--- config.mk ---
export PLATFORM = sky130hd
export DESIGN_NAME = cbkl_obuf
export DESIGN_NICKNAME = d
export VERILOG_FILES = /design/src/design/cbkl_pkg.sv /design/src/design/cbkl_obuf.sv
export SDC_FILE = /design/constraint.sdc
export NUM_CORES = 1
export LEC_CHECK = 0
export ABC_AREA = 1
export BUFFER_PORTS_ARGS = -buffer_cell sky130_fd_sc_hd__buf_2
export CORE_ASPECT_RATIO = 1.1
export CORE_MARGIN = 2
export CORE_UTILIZATION = 55
export DETAILED_ROUTE_END_ITERATION = 10
export GPL_TIMING_DRIVEN = 0
export PLACE_DENSITY_LB_ADDON = 0.3
export SYNTH_ARGS = -nofsm -noshare
export SYNTH_HDL_FRONTEND = slang
export SYNTH_SLANG_ARGS = --single-unit
--- constraint.sdc ---
create_clock -name aclk -period 8.95 [get_ports aclk]
set_input_delay 1.79 -clock aclk [delete_from_list [all_inputs] [get_ports aclk]]
set_output_delay 1.79 -clock aclk [all_outputs]
set_load 0.05 [all_outputs]
--- src/design/cbkl_pkg.sv ---
package cbkl_pkg;

    // field and register widths
    localparam int unsigned FIELD_W = 13;
    localparam int unsigned ADJ_W   = 48;
    localparam int unsigned PART_W  = 16;

    // weights are Q16
    localparam int unsigned W_ONE    = 65536;
    localparam int unsigned RAMP_B4  = 87294;
    localparam int unsigned SCALE_07 = 45875;

    // hue units per turn
    localparam int unsigned HUE_TURN  = 196608;
    localparam int unsigned HUE_SIXTH = 32768;
    localparam int unsigned HUE_THIRD = 65536;

    // quotient bits of the saturation and hue dividers
    localparam int unsigned QUO_W = 18;

    // configuration register indexes
    localparam logic [1:0] CFG_RED   = 2'd0;
    localparam logic [1:0] CFG_GREEN = 2'd1;
    localparam logic [1:0] CFG_BLUE  = 2'd2;

    typedef struct packed {
        logic [FIELD_W-1:0] in_red;
        logic [FIELD_W-1:0] in_green;
        logic [FIELD_W-1:0] in_blue;
    } in_pix_t;

    typedef struct packed {
        logic [FIELD_W-1:0] out_red;
        logic [FIELD_W-1:0] out_green;
        logic [FIELD_W-1:0] out_blue;
    } out_pix_t;

    // clamp a ramp value to the weight range 0..1.0
    function automatic logic [16:0] clamp_w(input logic signed [20:0] x);
        logic [16:0] r;
        if (x < 0) begin
            r = '0;
        end else if (x > 21'sd65536) begin
            r = 17'(W_ONE);
        end else begin
            r = x[16:0];
        end
        return r;
    endfunction

endpackage

--- src/design/cbkl_obuf.sv ---
module cbkl_obuf (
    input  logic               aclk,
    input  logic               aresetn,
    input  logic               in_valid,
    output logic               in_ready,
    input  cbkl_pkg::out_pix_t in_data,
    output logic               out_valid,
    input  logic               out_ready,
    output cbkl_pkg::out_pix_t out_data
);

    logic               out_valid_reg, skid_valid_reg;
    cbkl_pkg::out_pix_t out_data_reg, skid_data_reg;
    logic               out_load, skid_load, skid_pop;

    // word goes to skid only when output holds a stalled word
    assign in_ready  = !skid_valid_reg;
    assign skid_load = !skid_valid_reg && in_valid && out_valid_reg && !out_ready;
    assign out_load  = !skid_valid_reg && (!out_valid_reg || out_ready);
    assign skid_pop  = skid_valid_reg && out_ready;

    // control
    always_ff @(posedge aclk) begin
        if (!aresetn) begin
            out_valid_reg  <= 1'b0;
            skid_valid_reg <= 1'b0;
        end else begin
            if (skid_load) begin
                skid_valid_reg <= 1'b1;
            end else if (skid_pop) begin
                skid_valid_reg <= 1'b0;
            end
            if (out_load) begin
                out_valid_reg <= in_valid;
            end
        end
    end

    // payload
    always_ff @(posedge aclk) begin
        if (skid_load) begin
            skid_data_reg <= in_data;
        end
        if (skid_pop) begin
            out_data_reg <= skid_data_reg;
        end else if (out_load) begin
            out_data_reg <= in_data;
        end
    end

    assign out_valid = out_valid_reg;
    assign out_data  = out_data_reg;

endmodule

Word level (Yosys, flattened, before mapping)
Cells that the tools add are included.
{"block": "classes", "n_mux": 4, "n_reduce_logical": 11}
{"cell": "39-bit 2-to-1 mux", "count": 2}
{"cell": "1-bit logical AND", "count": 5}
{"cell": "2-bit nonzero test", "count": 2}
{"cell": "1-bit zero test", "count": 3}
{"cell": "1-bit 2-to-1 mux", "count": 2}
{"cell": "1-bit logical OR", "count": 1}
{"block": "totals", "regBits": 80, "inputBits": 43, "out_inout_bits": 41, "elab_cells": 23}

Depth between registers and ports, before layout
{"block": "depth", "ltp_word": 5, "ltp_mapped": 6, "ltp_nobuf": 4}

Least setup slack after synthesis
Ideal clock, no wire load.
{"block": "synth_path", "path_type": "input -> register", "startpoint": "in out_ready", "endpoint": "reg skid_data_reg[0] (netlist bit), enable pin", "setup_ns": 0.435, "t_arrival_ns": 3.752, "required_ns": 8.515, "slack_ns": 4.763, "cell_stages": 4, "n_path_buf": 1, "path_cell_list": "buf_2 > inv_1 > nand3_1 > nor2_1"}
{"block": "synth_via", "elab_chain_len": 2}
{"item": "from (decl)", "line_no": "cbkl_obuf.sv:8", "text": "input logic out_ready,"}
{"item": "1-bit zero test", "line_no": "cbkl_obuf.sv:18", "text": "assign skid_load = !skid_valid_reg && in_valid && out_valid_reg && !out_ready;"}
{"item": "1-bit logical AND", "line_no": "cbkl_obuf.sv:18"}
{"item": "net skid_load", "line_no": "cbkl_obuf.sv:14", "text": "logic out_load, skid_load, skid_pop;"}
{"item": "to (signal assigned)", "line_no": "cbkl_obuf.sv:42", "text": "skid_data_reg <= in_data;"}
{"item": "to (decl)", "line_no": "cbkl_obuf.sv:13", "text": "cbkl_pkg::out_pix_t out_data_reg, skid_data_reg;"}
The timed path passes the listed nets, and every way through them passes these cells.
A chain may end at the register's enable or synchronous reset.

Worst setup path in the final report
{"block": "layout_path", "startpoint": "reg skid_valid_reg", "endpoint": "out in_ready"}
{"block": "layout_via", "elab_chain_len": 1}
{"item": "from (decl)", "line_no": "cbkl_obuf.sv:12", "text": "logic out_valid_reg, skid_valid_reg;"}
{"item": "from (signal assigned)", "line_no": "cbkl_obuf.sv:26", "text": "skid_valid_reg <= 1'b0;"}
{"item": "from (signal assigned)", "line_no": "cbkl_obuf.sv:29", "text": "skid_valid_reg <= 1'b1;"}
{"item": "from (signal assigned)", "line_no": "cbkl_obuf.sv:31", "text": "skid_valid_reg <= 1'b0;"}
{"item": "1-bit zero test", "line_no": "cbkl_obuf.sv:17", "text": "assign in_ready = !skid_valid_reg;"}
{"item": "to (decl)", "line_no": "cbkl_obuf.sv:5", "text": "output logic in_ready,"}
Every way passes these cells.

==> flow_metrics.env <==
export IMPL_start_util=0.566
export IMPL_clock_sinks=80
export IMPL_max_cap_violations=0
export IMPL_area_delta_synth_final_pct=25.9
export IMPL_cp_max_fo=8
export IMPL_startpoint_type="flip-flop"
export IMPL_crit_chain="buf_4, inv_1, buf_2"
export IMPL_path_clk_slew_ns=0.08
export IMPL_ant_nets=0
export IMPL_numCtsBuffers=9
export IMPL_dpl_hpwl_um=3770
export IMPL_fmax_mhz=339
export IMPL_die_w_um=74.6
export IMPL_power_sequential_fraction=0.528
export IMPL_die_area_um2=6080
export IMPL_syn_num_nets=267
export IMPL_synth_cells=224
export IMPL_seq_area_frac_synth=0.791
export IMPL_ys_seq_elements=80
export IMPL_power_density_nw_per_um2=218
export IMPL_io_buffers=82
export IMPL_grt_overflow_total=0
export IMPL_maxSlewViolCount=0
export IMPL_place_gp_congestion=0.782
export IMPL_peakVddDrop_uv=128
export IMPL_drt_first_iter_violations=133
export IMPL_grt_util_all_layers=0.200
export IMPL_fill_cells=421
export IMPL_pwr_share_comb=0.130
export IMPL_internal_power_mw=0.613
export IMPL_cts_max_level=3
export IMPL_cp_top_family="buffers and inverters"
export IMPL_required_ns=7.16
export IMPL_p_switching_mw=0.216
export IMPL_fp_coreArea_um2=5330
export IMPL_slew_headroom=0.607
export IMPL_yosysTopAreaCell="edfxtp_1"
export IMPL_netlist_area_leader_share=0.778
export IMPL_cts_setup_buffers=0
export IMPL_post_cts_resized=0
export IMPL_layout_commonest_cell="buf_2"
export IMPL_synth_area_per_cell_um2=13.4
export IMPL_num_rows=28
export IMPL_drive_gt1_frac=0.358
export IMPL_leakagePower_nw=1.65
export IMPL_setup_tns_ns=0
export IMPL_final_cell_count_no_fill=399
export IMPL_arrival_ns=1.16
export IMPL_cts_buffer_depth=2
export IMPL_post_drt_wl_per_cell_um=14.3
export IMPL_worst_pin_slew_ns=0.588
export IMPL_cts_tree="built"
export IMPL_synthTopCellsByArea="edfxtp_1, nand2_1, nand3_1"
export IMPL_vias=2013
export IMPL_grt_max_degree=27
export IMPL_max_stage_delay_ns=0.31
export IMPL_antenna_found_initial=0
export IMPL_grt_pass1_vias=1849
export IMPL_min_period_ns=2.95
export IMPL_drc=0
export IMPL_placedCellCount=383
export IMPL_finalClockSkew_ns=0.00525
export IMPL_rsz0062_at_grt="false"
export IMPL_cts_root_buffer="clkbuf_8"
export IMPL_total_power_mw=0.828
export IMPL_setup_worst_path_class="flip-flop to output port"
export IMPL_grt_pass1_wl_um=8830
export IMPL_n_antenna_cell=0
export IMPL_crit_slowest_cell="dfxtp_1"
export IMPL_netSwitchingFraction=0.260
export IMPL_run_status="finished, final reports clean"
export IMPL_die_h_um=81.6
export IMPL_layout_nets=362
export IMPL_fin_crit_sh=0.330
export IMPL_synth_cell_types=12
export IMPL_wl_um=5690
export IMPL_power_frac_clock=0.342
export IMPL_viasPerCell=5.05
export IMPL_mostFrequentLayoutCells="buf_2, nand2_1, edfxtp_1"
export IMPL_drt_pass1_iter_count=4
export IMPL_cp_num_buf_inv=3
export IMPL_pin_count=84
export IMPL_ctsHoldBuffers=0
export IMPL_timing_hold_violations_final=0
export IMPL_min_path_type="flip-flop to flip-flop"
export IMPL_endpoint_kind="output port"
export IMPL_yosysWarningCount=0
export IMPL_clock_latency_ns=0.35
export IMPL_setup_viol=0
export IMPL_syn_area_um2=3010
-- power groups by stage --
| stage | clock network (mW) | registers [mW] | logic, mW |
|---|---|---|---|
| global placement | 0 | 0.448 | 0.104 |
| finish | 0.283 | 0.438 | 0.108 |
| floorplan | 0 | 0.503 | 0.0194 |
| detailed placement | 0 | 0.446 | 0.108 |
| CTS | 0.284 | 0.438 | 0.108 |
| global route | 0.300 | 0.440 | 0.115 |
-- per-stage QoR --
| stage | instance area [um2] | setup WS, ns | hold slack, ns | util |
|---|---|---|---|---|
| 6_report | 3790 | 6.00 | 0.539 | 0.712 |
| 5_1_grt | 3790 | 5.93 | 0.568 | 0.712 |
| 4_1_cts | 3790 | 5.98 | 0.542 | 0.712 |
| 3_5_place_dp | 3580 | 5.66 | 0.532 | 0.673 |
| 3_3_place_gp | 3520 | 3.89 | 0.468 | 0.660 |
| 2_1_floorplan | 3010 | 4.76 | 0.521 | - |
-- cells by family (layout without fill, tap and decap cells) --
family,count (synthesis),in the layout,share of synthesized area
flops,80,80,0.791
buf+inv,17,117,0.0320
simple gates,124,124,0.172
compound gates,3,3,0.00498
-- worst paths after layout --
check,start,depth (start not counted),to,slack [ns]
min reg2reg,out_valid$_SDFFE_PN0P_,2,out_valid$_SDFFE_PN0P_,0.54
min,out_valid$_SDFFE_PN0P_,2,out_valid$_SDFFE_PN0P_,0.54
max,skid_valid_reg$_SDFFE_PN0P_,3,in_ready,6.00
max reg2reg,skid_valid_reg$_SDFFE_PN0P_,4,skid_data_reg[14]$_DFFE_PP_,7.24
-- layout make-up --
class | instances | area [um2] | share of cell area
Buffer | 14 | 85.1 | 0.0224
Clock buffer | 9 | 124 | 0.0327
Clock inverter | 7 | 86.3 | 0.0228
Inverter | 3 | 11.3 | 0.00297
Multi-Input combinational cell | 127 | 552 | 0.145
Sequential cell | 80 | 2380 | 0.628
Tap cell | 75 | 93.8 | 0.0247
Timing Repair Buffer | 84 | 458 | 0.121
-- per-layer routing --
layer,part of all wire,global-route usage,wire length (um),vias to the layer above
met5,0,0,0,-
met4,0.024,0.0786,137,0
met3,0.050,0.0540,282,15
met2,0.52,0.335,2950,71
met1,0.41,0.246,2320,950
li1,-,-,-,977
-- tightest hold or removal path, cell delays in order (launching register included) --
cell and delay, ns:
dfxtp_1 0.36, nand2_1 0.08, a21oi_1 0.05
-- synth_stat cells --
cell	instances
nand2_2	1
nor2_1	1
nand3_1	40
inv_1	3
buf_2	11
buf_6	2
nand2_1	82
buf_4	1
edfxtp_1	78
dfxtp_1	2
o21ai_0	1
a21oi_1	2
(Power assumes the default switching activity.)
