===== config.mk =====
export PLATFORM = sky130hd
export DESIGN_NAME = cbkl_div
export DESIGN_NICKNAME = d
export VERILOG_FILES = /design/src/design/cbkl_div.sv
export SDC_FILE = /design/constraint.sdc
export NUM_CORES = 1
export LEC_CHECK = 0
export BUFFER_PORTS_ARGS = -buffer_cell sky130_fd_sc_hd__buf_2
export CAP_MARGIN = 30
export CORE_MARGIN = 2
export CORE_UTILIZATION = 60
export DETAILED_ROUTE_END_ITERATION = 7
export HOLD_SLACK_MARGIN = 0.12
export MAX_ROUTING_LAYER = met4
export PLACE_DENSITY_LB_ADDON = 0.3
export SKIP_LAST_GASP = 1
export SYNTH_ARGS = -nofsm -noshare
export SYNTH_HDL_FRONTEND = slang
export SYNTH_SLANG_ARGS = --single-unit

===== constraint.sdc =====
create_clock -name aclk -period 6.47 [get_ports aclk]
set_clock_uncertainty 0.15 [all_clocks]
set_input_delay 0.3235 -clock aclk [delete_from_list [all_inputs] [get_ports aclk]]
set_output_delay 0.3235 -clock aclk [all_outputs]
set_load 0.01 [all_outputs]

===== src/design/cbkl_div.sv =====
module cbkl_div #(
    parameter int unsigned NW = 30,
    parameter int unsigned DW = 13,
    parameter int unsigned QW = 18
) (
    input  logic          aclk,
    input  logic          en,
    input  logic [NW-1:0] num,
    input  logic [DW-1:0] den,
    output logic [QW-1:0] quo
);

    localparam int unsigned RW = (NW > DW + QW) ? NW : DW + QW;

    logic [RW-1:0] rem_reg [QW];
    logic [DW-1:0] dvs_reg [QW];
    logic [QW-1:0] quo_reg [QW];

    // one quotient bit per stage, restoring
    for (genvar g = 0; g < QW; g++) begin : g_stage
        logic [RW-1:0] rem_in;
        logic [DW-1:0] dvs_in;
        logic [QW-1:0] quo_in;
        logic [RW-1:0] shd;
        logic          fit;

        if (g == 0) begin : g_first
            assign rem_in = RW'(num);
            assign dvs_in = den;
            assign quo_in = '0;
        end else begin : g_next
            assign rem_in = rem_reg[g-1];
            assign dvs_in = dvs_reg[g-1];
            assign quo_in = quo_reg[g-1];
        end

        assign shd = RW'(dvs_in) << (QW - 1 - g);
        assign fit = (rem_in >= shd);

        always_ff @(posedge aclk) begin
            if (en) begin
                rem_reg[g] <= fit ? (rem_in - shd) : rem_in;
                dvs_reg[g] <= dvs_in;
                quo_reg[g] <= quo_in | (fit ? (QW'(1) << (QW - 1 - g)) : '0);
            end
        end
    end

    assign quo = quo_reg[QW-1];

endmodule


# Yosys cells after proc, flatten, opt, wreduce, memory -nomap -nowiden
# Memory sizes are Yosys's and may differ from the RTL's.
# Index checks and enable logic that the tools add are counted.
# Widths: inputs -> output; s select.
# totals
regBits	0
latch_bits	0
ramBits	1116
romBits	0
input_bits	45
n_memories	3
# classes
add_sub_neg	18
multipliers	0
div_mod_pow	0
magnitude_cmp	18
n_eq_ne	0
n_shift	0
muxes	38
bitwise	17
reduce_logical	0
# memory_table
name	depth	width	rd	rd_clocked_by_memory_dff	wr	line_no	source
rem_reg	18	31	17	0	18	15	logic [RW-1:0] rem_reg [QW];
quo_reg	18	18	18	0	18	17	logic [QW-1:0] quo_reg [QW];
dvs_reg	18	13	17	0	18	16	logic [DW-1:0] dvs_reg [QW];
# ops
op	count
$mux 31	18
$ge 31x13->1	1
$ge 31x14->1	1
$ge 31x15->1	1
$ge 31x16->1	1
$ge 31x17->1	1
$ge 31x18->1	1
$ge 31x19->1	1
$ge 31x20->1	1
$ge 31x21->1	1
$ge 31x22->1	1
$ge 31x23->1	1
$ge 31x24->1	1
$ge 31x25->1	1
$ge 31x26->1	1
$ge 31x27->1	1
$ge 31x28->1	1
$ge 31x29->1	1
$sub 30x30->31	1
$sub 31x13->31	1
$sub 31x14->31	1
$sub 31x15->31	1
$sub 31x16->31	1
$sub 31x17->31	1
48 further kinds	50

# Longest topological paths before layout
# Gate-level depths: netlist of run 1.
# An unclocked memory read counts as a cell.
# depth
word_depth	4
depth_mapped	14
mapped_depth_nobuf	12

# Least setup slack after synthesis of run 1
# OpenSTA, ideal clock, no wires.
# synth_path
path_type	flip-flop to flip-flop
start	mem rem_reg[1][15] (netlist name)
end	mem rem_reg[2][25] (netlist name) (data pin)
setup_ps	260
t_arrival_ps	3089
required_time_ps	6060
path_slack_ps	2972
path_stages_with_launch	14
path_buffers	2
cell_sequence	edfxtp_1 -> inv_1 -> ha_1 -> inv_1 -> fa_1 -> a21o_1 -> a211oi_1 -> nor2_1 -> o41ai_2 -> o21ai_0 -> or4_1 -> buf_2 -> buf_2 -> mux2_2
# synth_lines
element	line_no
from (decl)	15

==> results_dict.tcl, run 1 <==
set metrics [dict create \
    wl_per_cell_um 18.5 \
    cts_tree "yes" \
    grt_pass1_wl_um 140000 \
    die_y_um 277 \
    track_usage_pct 23.8 \
    switchingPower_mw 5.96 \
    vias_per_cell 5.82 \
    multi_input_area_mm2 0.0157 \
    cts.sinks 919 \
    place_ws_ps 2350 \
    clkSlewWorstSetupHoldPaths_ps 60 \
    cts.htree.levels 3 \
    hold_viol 0 \
    synth_compound_area_share_pct 9.51 \
    ys.flop_type "edfxtp_1" \
    grt.overflow.total 0 \
    p_comb_share_pct 26.8 \
    crit_family "compound AO/OA/AOI/OAI gates" \
    chipWidth_um 277 \
    start_util_pct 60.4 \
    async_reset_ff_share_pct 0 \
    period_needed_ps 4250 \
    core_mm2 0.0741 \
    antennaDiodeCount 0 \
    maxSlewHeadroom_pct 25.6 \
    drv_cap 0 \
    rsz0062_at_grt "no" \
    grt_max_degree 219 \
    ys_warn_count 0 \
    synthAdderAreaFrac_pct 7.31 \
    hold_path_class "primary input to flip-flop" \
    ios 63 \
    cp.required_ps 6740 \
    ys_ff_latch 919 \
    power_leakage_nw 18.6 \
    drc 0 \
    synthMuxAreaShare_pct 1.19 \
    cts_root_buffer "clkbuf_16" \
    timing.final.ws_setup_ps 2220 \
    synth_cell_type_count 80 \
    yosys.area_share.simple_pct 11.5 \
    num_vias 27792 \
    path_common_cell "o21ai_0" \
    ys_seq_area_share_pct 61.7 \
    slowest_stage "o21a_1" \
    criticalPathCategory "flip-flop to flip-flop" \
    synth_enable_flop_cells 919 \
    cts_made_buffers 93 \
    fin_cells 4772 \
    port_buffers 62 \
    rrSetupSlack_ps 2220 \
    power.density_mw_per_mm2 386 \
    drive_gt1_share_pct 7.42 \
    largest_reg_flops 527 \
    postRouteAntennaNets 0 \
    cts_hold_buffers 44 \
    final_nets 4024 \
    cp_max_fo 31 \
    ctsResizeCount 0 \
    cts_setup_buffers 0 \
    fill_cells 5244 \
    worstSetupEndpointType "flip-flop" \
    arrival_ps 4520 \
    p_int_mw 13.2 \
    die-area_mm2 0.0767 \
    finalWirelength_um 88300 \
    antenna_found_initial 4 \
    p_seq_share_pct 45.5 \
    critPathBufInv 2 \
    synthXorXnorAreaFrac_pct 5.58 \
    placedCellCount 4557 \
    synth_top_family_by_area "simple AND/OR/NAND/NOR gates" \
    slew_violations 0 \
    insertion_delay_ps 670 \
    max_freq_mhz 235 \
    max_stage_delay_ps 770 \
    period_share_pct 65.7 \
    fp-row-count 100 \
    stdcell_area_mm2 0.0497 \
    globalplace.congestion 0.935 \
    drt_iter0_drc 2411 \
    setup_violations 0 \
    synth_area_per_cell_um2 12.5 \
    first_pass_iters 8 \
    syn_area_mm2 0.0447 \
    syn2layout_area_growth_pct 11.2 \
    status "finished clean" \
    placed_area_mm2 0.0462 \
    irDropWorstVdd_mv 0.262 \
    seq_area_mm2 0.0276 \
    clock_path_buffers 3 \
    path_cells "inv_1, ha_1, fa_1, nor2b_1, o21ai_0, a21oi_1, o21ai_0, and3_1, o21a_1, clkinv_1, mux2_2" \
    dpl.hpwl_um 63100 \
    power.share.clock_pct 27.6 \
    hold_slack_ps 230 \
    worstMarginPinSlew_ps 1120 \
    setup_tns_ps 0 \
    swShare_pct 31.0 \
    grt_pass1_vias 27287 \
    synth.net_count 3862 \
    syn-instance-count 3566 \
    cp-start-kind "flip-flop" \
]
[worst register-to-register path, cell delays in order, from the launching register on]
cell and delay, ps:
edfxtp_1 390, inv_1 80, ha_1 210, fa_1 250
nor2b_1 60, o21ai_0 280, a21oi_1 240, o21ai_0 260
and3_1 250, o21a_1 770, clkinv_1 630, mux2_2 430
[synth_stat cells (all sizes together) (11+ instances only)]
cell type    n  share of area [%]
nor2b       41               0.57
clkbuf      41               0.34
nand4       35               0.49
fa          17               0.76
buf         14               0.17
and3        28               0.39
nor2       223                1.9
o21bai      19               0.32
o31ai       34               0.57
a21boi      13               0.22
nand3       60               0.67
a21oi      168                1.9
nor3        95                1.1
xnor2      138                2.7
mux2        43                1.1
nor4b       17               0.37
or4         27               0.46
o211ai      20               0.34
or3         34               0.48
a21o        56               0.94
nand2b      39               0.55
a211oi      13               0.26
or2         16               0.22
o31a        11               0.22
nor4        78                1.1
and2        13               0.18
o21a        53               0.89
inv        312                2.6
ha         234                6.5
nand2      275                2.3
o21ai      200                2.2
a31oi       16               0.25
xor2       147                2.9
edfxtp     919                 62
[worst paths after layout]
path,from,end,depth (start not counted)
min reg2reg,quo_reg[13][5],quo_reg[14][5],0
max,rem_reg[15][1],rem_reg[16][10],11
max reg2reg,rem_reg[15][1],rem_reg[16][10],11
min,num[1],rem_reg[0][1],2
[cell families after synthesis]
family          Yosys count
buf+inv                 368
flops                   919
simple gates           1024
fa+ha+maj               251
xor+xnor                285
mux                      48
compound gates          671
[final cells by class]
type	instances	share of cell area (%)
clock buffers	113	4.83
clock inverters	57	1.31
inverters	313	2.36
flip-flops and latches	919	55.5
multi-input cells	2279	31.6
repair buffers	122	1.91
well taps	969	2.44
[layer usage]
layer	vias to the layer above	part of all wire [%]	global-route usage, %
met5	-	0	-
met1	13235	42	30.0
met4	0	3.6	8.57
met3	210	6.1	3.49
li1	13523	-	-
met2	824	48	39.4
[through the flow]
step | power, mW | util (%)
after floorplan | 12.4 | -
after global placement | 13.7 | 62.3
after detailed placement | 13.9 | 62.3
after CTS | 19.2 | 67.1
after global routing | 20.2 | 67.1
final | 19.2 | 67.1
[power by group through the flow]
stage / Sequential [mW] / Clock, mW / Combinational, mW
final: 8.74 / 5.30 / 5.15
after CTS: 8.73 / 5.41 / 5.10
after global routing: 8.85 / 5.63 / 5.74
after detailed placement: 8.84 / 0 / 5.04
after global placement: 8.81 / 0 / 4.93
after floorplan: 8.51 / 0 / 3.92
[placed cells by master, fill, tap and decap left out, drive strengths merged, types with 17 or more instances in the layout]
| cell | instances |
|---|---|
| edfxtp | 919 |
| inv | 314 |
| nand2 | 275 |
| ha | 234 |
| nor2 | 223 |
| o21ai | 200 |
| a21oi | 168 |
| xor2 | 147 |
| xnor2 | 138 |
| clkbuf | 113 |
| nor3 | 95 |
| nor4 | 78 |
| buf | 78 |
| nand3 | 60 |
| a21o | 56 |
| o21a | 53 |
| dlygate4sd3 | 44 |
| mux2 | 43 |
| nor2b | 41 |
| clkinv | 41 |
| nand2b | 39 |
| nand4 | 35 |
| or3 | 34 |
| o31ai | 34 |
| and3 | 28 |
| or4 | 27 |
| o211ai | 20 |
| o21bai | 19 |
| fa | 17 |
| nor4b | 17 |
Note: power is estimated with default switching activity, not from simulation.
==> inputs of run 2 (changes only) <==
--- a/config.mk
+++ b/config.mk
@@ -5,6 +5,7 @@
 export SDC_FILE = /design/constraint.sdc
 export NUM_CORES = 1
 export LEC_CHECK = 0
+export ABC_AREA = 1
 export BUFFER_PORTS_ARGS = -buffer_cell sky130_fd_sc_hd__buf_2
 export CAP_MARGIN = 30
 export CORE_MARGIN = 2
==> constraint.sdc (replaced) <==
create_clock -name aclk -period 4 [get_ports aclk]
set_clock_uncertainty 0.15 [all_clocks]
set_input_delay 0.2 -clock aclk [delete_from_list [all_inputs] [get_ports aclk]]
set_output_delay 0.2 -clock aclk [all_outputs]
set_load 0.01 [all_outputs]
==> results_dict.tcl, run 2 <==
set metrics [dict create \
    antenna_found_initial 0 \
    cts_tree "yes" \
    largest_reg_flops 527 \
    globalplace.congestion 0.998 \
    final_nets 6839 \
    first_pass_iters 8 \
    criticalPathCategory "flip-flop to flip-flop" \
    ys_seq_area_share_pct 51.4 \
    maxSlewHeadroom_pct 25.8 \
    cp_max_fo 12 \
    p_comb_share_pct 35.6 \
    chipWidth_um 303 \
    synth_compound_area_share_pct 4.33 \
    insertion_delay_ps 690 \
    cp.required_ps 4250 \
    rsz0062_at_grt "no" \
    cts.htree.levels 3 \
    p_seq_share_pct 40.0 \
    yosys.area_share.simple_pct 27.5 \
    irDropWorstVdd_mv 0.429 \
    seq_area_mm2 0.0276 \
    synthMuxAreaShare_pct 0 \
    stdcell_area_mm2 0.0592 \
    die-area_mm2 0.0918 \
    port_buffers 62 \
    arrival_ps 3180 \
    period_share_pct 73.5 \
    vias_per_cell 5.40 \
    synth_top_area_share_pct 51.4 \
    fill_cells 7286 \
    cts_made_buffers 95 \
    power_leakage_nw 27.0 \
    syn2layout_area_growth_pct 10.3 \
    core_mm2 0.0885 \
    drive_gt1_share_pct 6.78 \
    synthTopCellsByArea "edfxtp_1, nand2_1, inv_1" \
    syn-instance-count 6327 \
    start_util_pct 60.6 \
    synth_top_family_by_area "simple AND/OR/NAND/NOR gates" \
    gr-max-usage-layer "met2" \
    synth_area_per_cell_um2 8.48 \
    ys_warn_count 0 \
    ys_ff_latch 919 \
    grt.overflow.total 0 \
    post-route-util_pct 66.8 \
    setup_tns_ps 0 \
    violations "design-rule violations" \
    power.density_mw_per_mm2 608 \
    yosys.area.top_type "edfxtp_1" \
    synth_cell_type_count 53 \
    grt_pass1_vias 40210 \
    multi_input_area_mm2 0.0216 \
    drv_cap 0 \
    setup_violations 0 \
    ios 63 \
    globalRouteMet2Util_pct 54.3 \
    synthMostInstantiatedCell "nand2_1" \
    worstMarginPinSlew_ps 1110 \
    die_y_um 303 \
    grt_use_met3_pct 3.51 \
    wl_per_cell_um 18.3 \
    final_common_cell "nand2_1" \
    cts_setup_buffers 0 \
    slew_violations 0 \
    max_freq_mhz 340 \
    clock_path_buffers 3 \
    synth_enable_flop_cells 919 \
    syn_area_mm2 0.0537 \
    async_reset_ff_share_pct 0 \
    worstSetupEndpointType "flip-flop" \
    hold_viol 0 \
    synthAdderAreaFrac_pct 6.09 \
    cts_root_buffer "clkbuf_16" \
    power.share.clock_pct 24.4 \
    grt_max_degree 101 \
    p_int_mw 22.1 \
    synthXorXnorAreaFrac_pct 2.35 \
    postRouteAntennaNets 0 \
    hold_path_class "primary input to flip-flop" \
    dpl.hpwl_um 111000 \
    finalWirelength_um 142000 \
    antennaDiodeCount 0 \
    period_needed_ps 2940 \
    fp-row-count 109 \
    cts.sinks 919 \
    drt_iter0_drc 3473 \
    yosys-top-cells-count "nand2_1, inv_1, edfxtp_1" \
    placed_area_mm2 0.0554 \
    status "finished, violations left" \
    swShare_pct 38.5 \
    gr-usage-met1_pct 39.4 \
    mostFrequentLayoutCells "nand2_1, inv_1, edfxtp_1, nor2_1, nand3_1" \
    drc 3 \
    synth.net_count 6623 \
    switchingPower_mw 13.8 \
    cp-start-kind "flip-flop" \
    grt_pass1_wl_um 220000 \
    ys.flop_type "edfxtp_1" \
    num_vias 41990 \
    track_usage_pct 32.1 \
    clkSlewWorstSetupHoldPaths_ps 60 \
]
==> run 2: cell count changes after synthesis, moves of 68 or more <==
cell / previous run / this run
a21oi_2: 0 / 78
inv_1: 311 / 1050
nand2_1: 275 / 2238
nand3_1: 60 / 360
nand4_1: 35 / 110
nor2_1: 223 / 567
nor4_1: 78 / 10
o21ai_0: 198 / 71
xnor2_1: 138 / 40
==> run 2: worst paths after layout <==
kind	startpoint	endpoint	slack (ps)	cells past startpoint
hold / removal	den[11]	dvs_reg[0][11]	170	2
setup reg to reg	rem_reg[9][7]	rem_reg[10][7]	1060	12
setup / recovery	rem_reg[9][7]	rem_reg[10][7]	1060	12
hold reg to reg	quo_reg[4][14]	quo_reg[5][14]	260	0
==> run 2: power groups by stage <==
stage                     Clock (mW)  Sequential [mW]  Combinational [mW]
after floorplan                    0             13.7                9.42
after global routing            9.28             14.5                14.5
after global placement             0             14.6                12.4
final                           8.78             14.4                12.8
after CTS                       8.92             14.4                12.7
after detailed placement           0             14.6                12.6
==> run 2: logic make-up (layout without fill, tap and decap cells) <==
| group | count (synthesis) | in the layout |
|---|---|---|
| simple gates | 3525 | 3525 |
| buf+inv | 1116 | 1401 |
| flops | 919 | 919 |
| compound gates | 372 | 372 |
| fa+ha+maj | 251 | 251 |
| xor+xnor | 144 | 144 |
==> run 2: metrics by stage <==
stage	hold WS (ps)	setup slack (ps)	power, mW	instances
6_report	165	1060	36.0	7777
3_3_place_gp	243	1190	27.0	7541
5_1_grt	148	881	38.3	7777
4_1_cts	120	1060	36.0	7777
2_1_floorplan	149	1590	23.1	6327
3_5_place_dp	244	1100	27.1	7541
==> run 2: critical path, stage by stage, from the launching register on <==
cell      delay (ps)
edfxtp_1         360
inv_1             90
ha_1             200
inv_1            100
fa_1             460
nand3_1          130
nand3_2          130
nand3_1          110
nand2_2           80
nand2_1           70
nand3_1          440
nand2_1          210
o21ai_0          110
==> run 2: layout make-up <==
type | instances | share of cell area [%]
Timing Repair Buffer | 170 | 2.42
Inverter | 1065 | 6.79
Clock inverter | 59 | 1.06
Tap cell | 1165 | 2.46
Clock buffer | 107 | 4.13
Multi-Input combinational cell | 4292 | 36.5
Sequential cell | 919 | 46.7
==> run 2: repair_timing <==
action | 4_1_cts | 5_1_grt
hold endpoints to repair | 114 | 0
hold buffers | 70 | 0
resized for setup | 0 | 0
==> run 2: per-layer routing <==
metal / vias to the layer above / share of wire [%] / wire [µm]
li1: 20832 / - / -
met1: 19485 / 41 / 58100
met2: 1335 / 49 / 70200
met3: 338 / 5.2 / 7340
met4: 0 / 4.5 / 6420
met5: - / 0 / 0
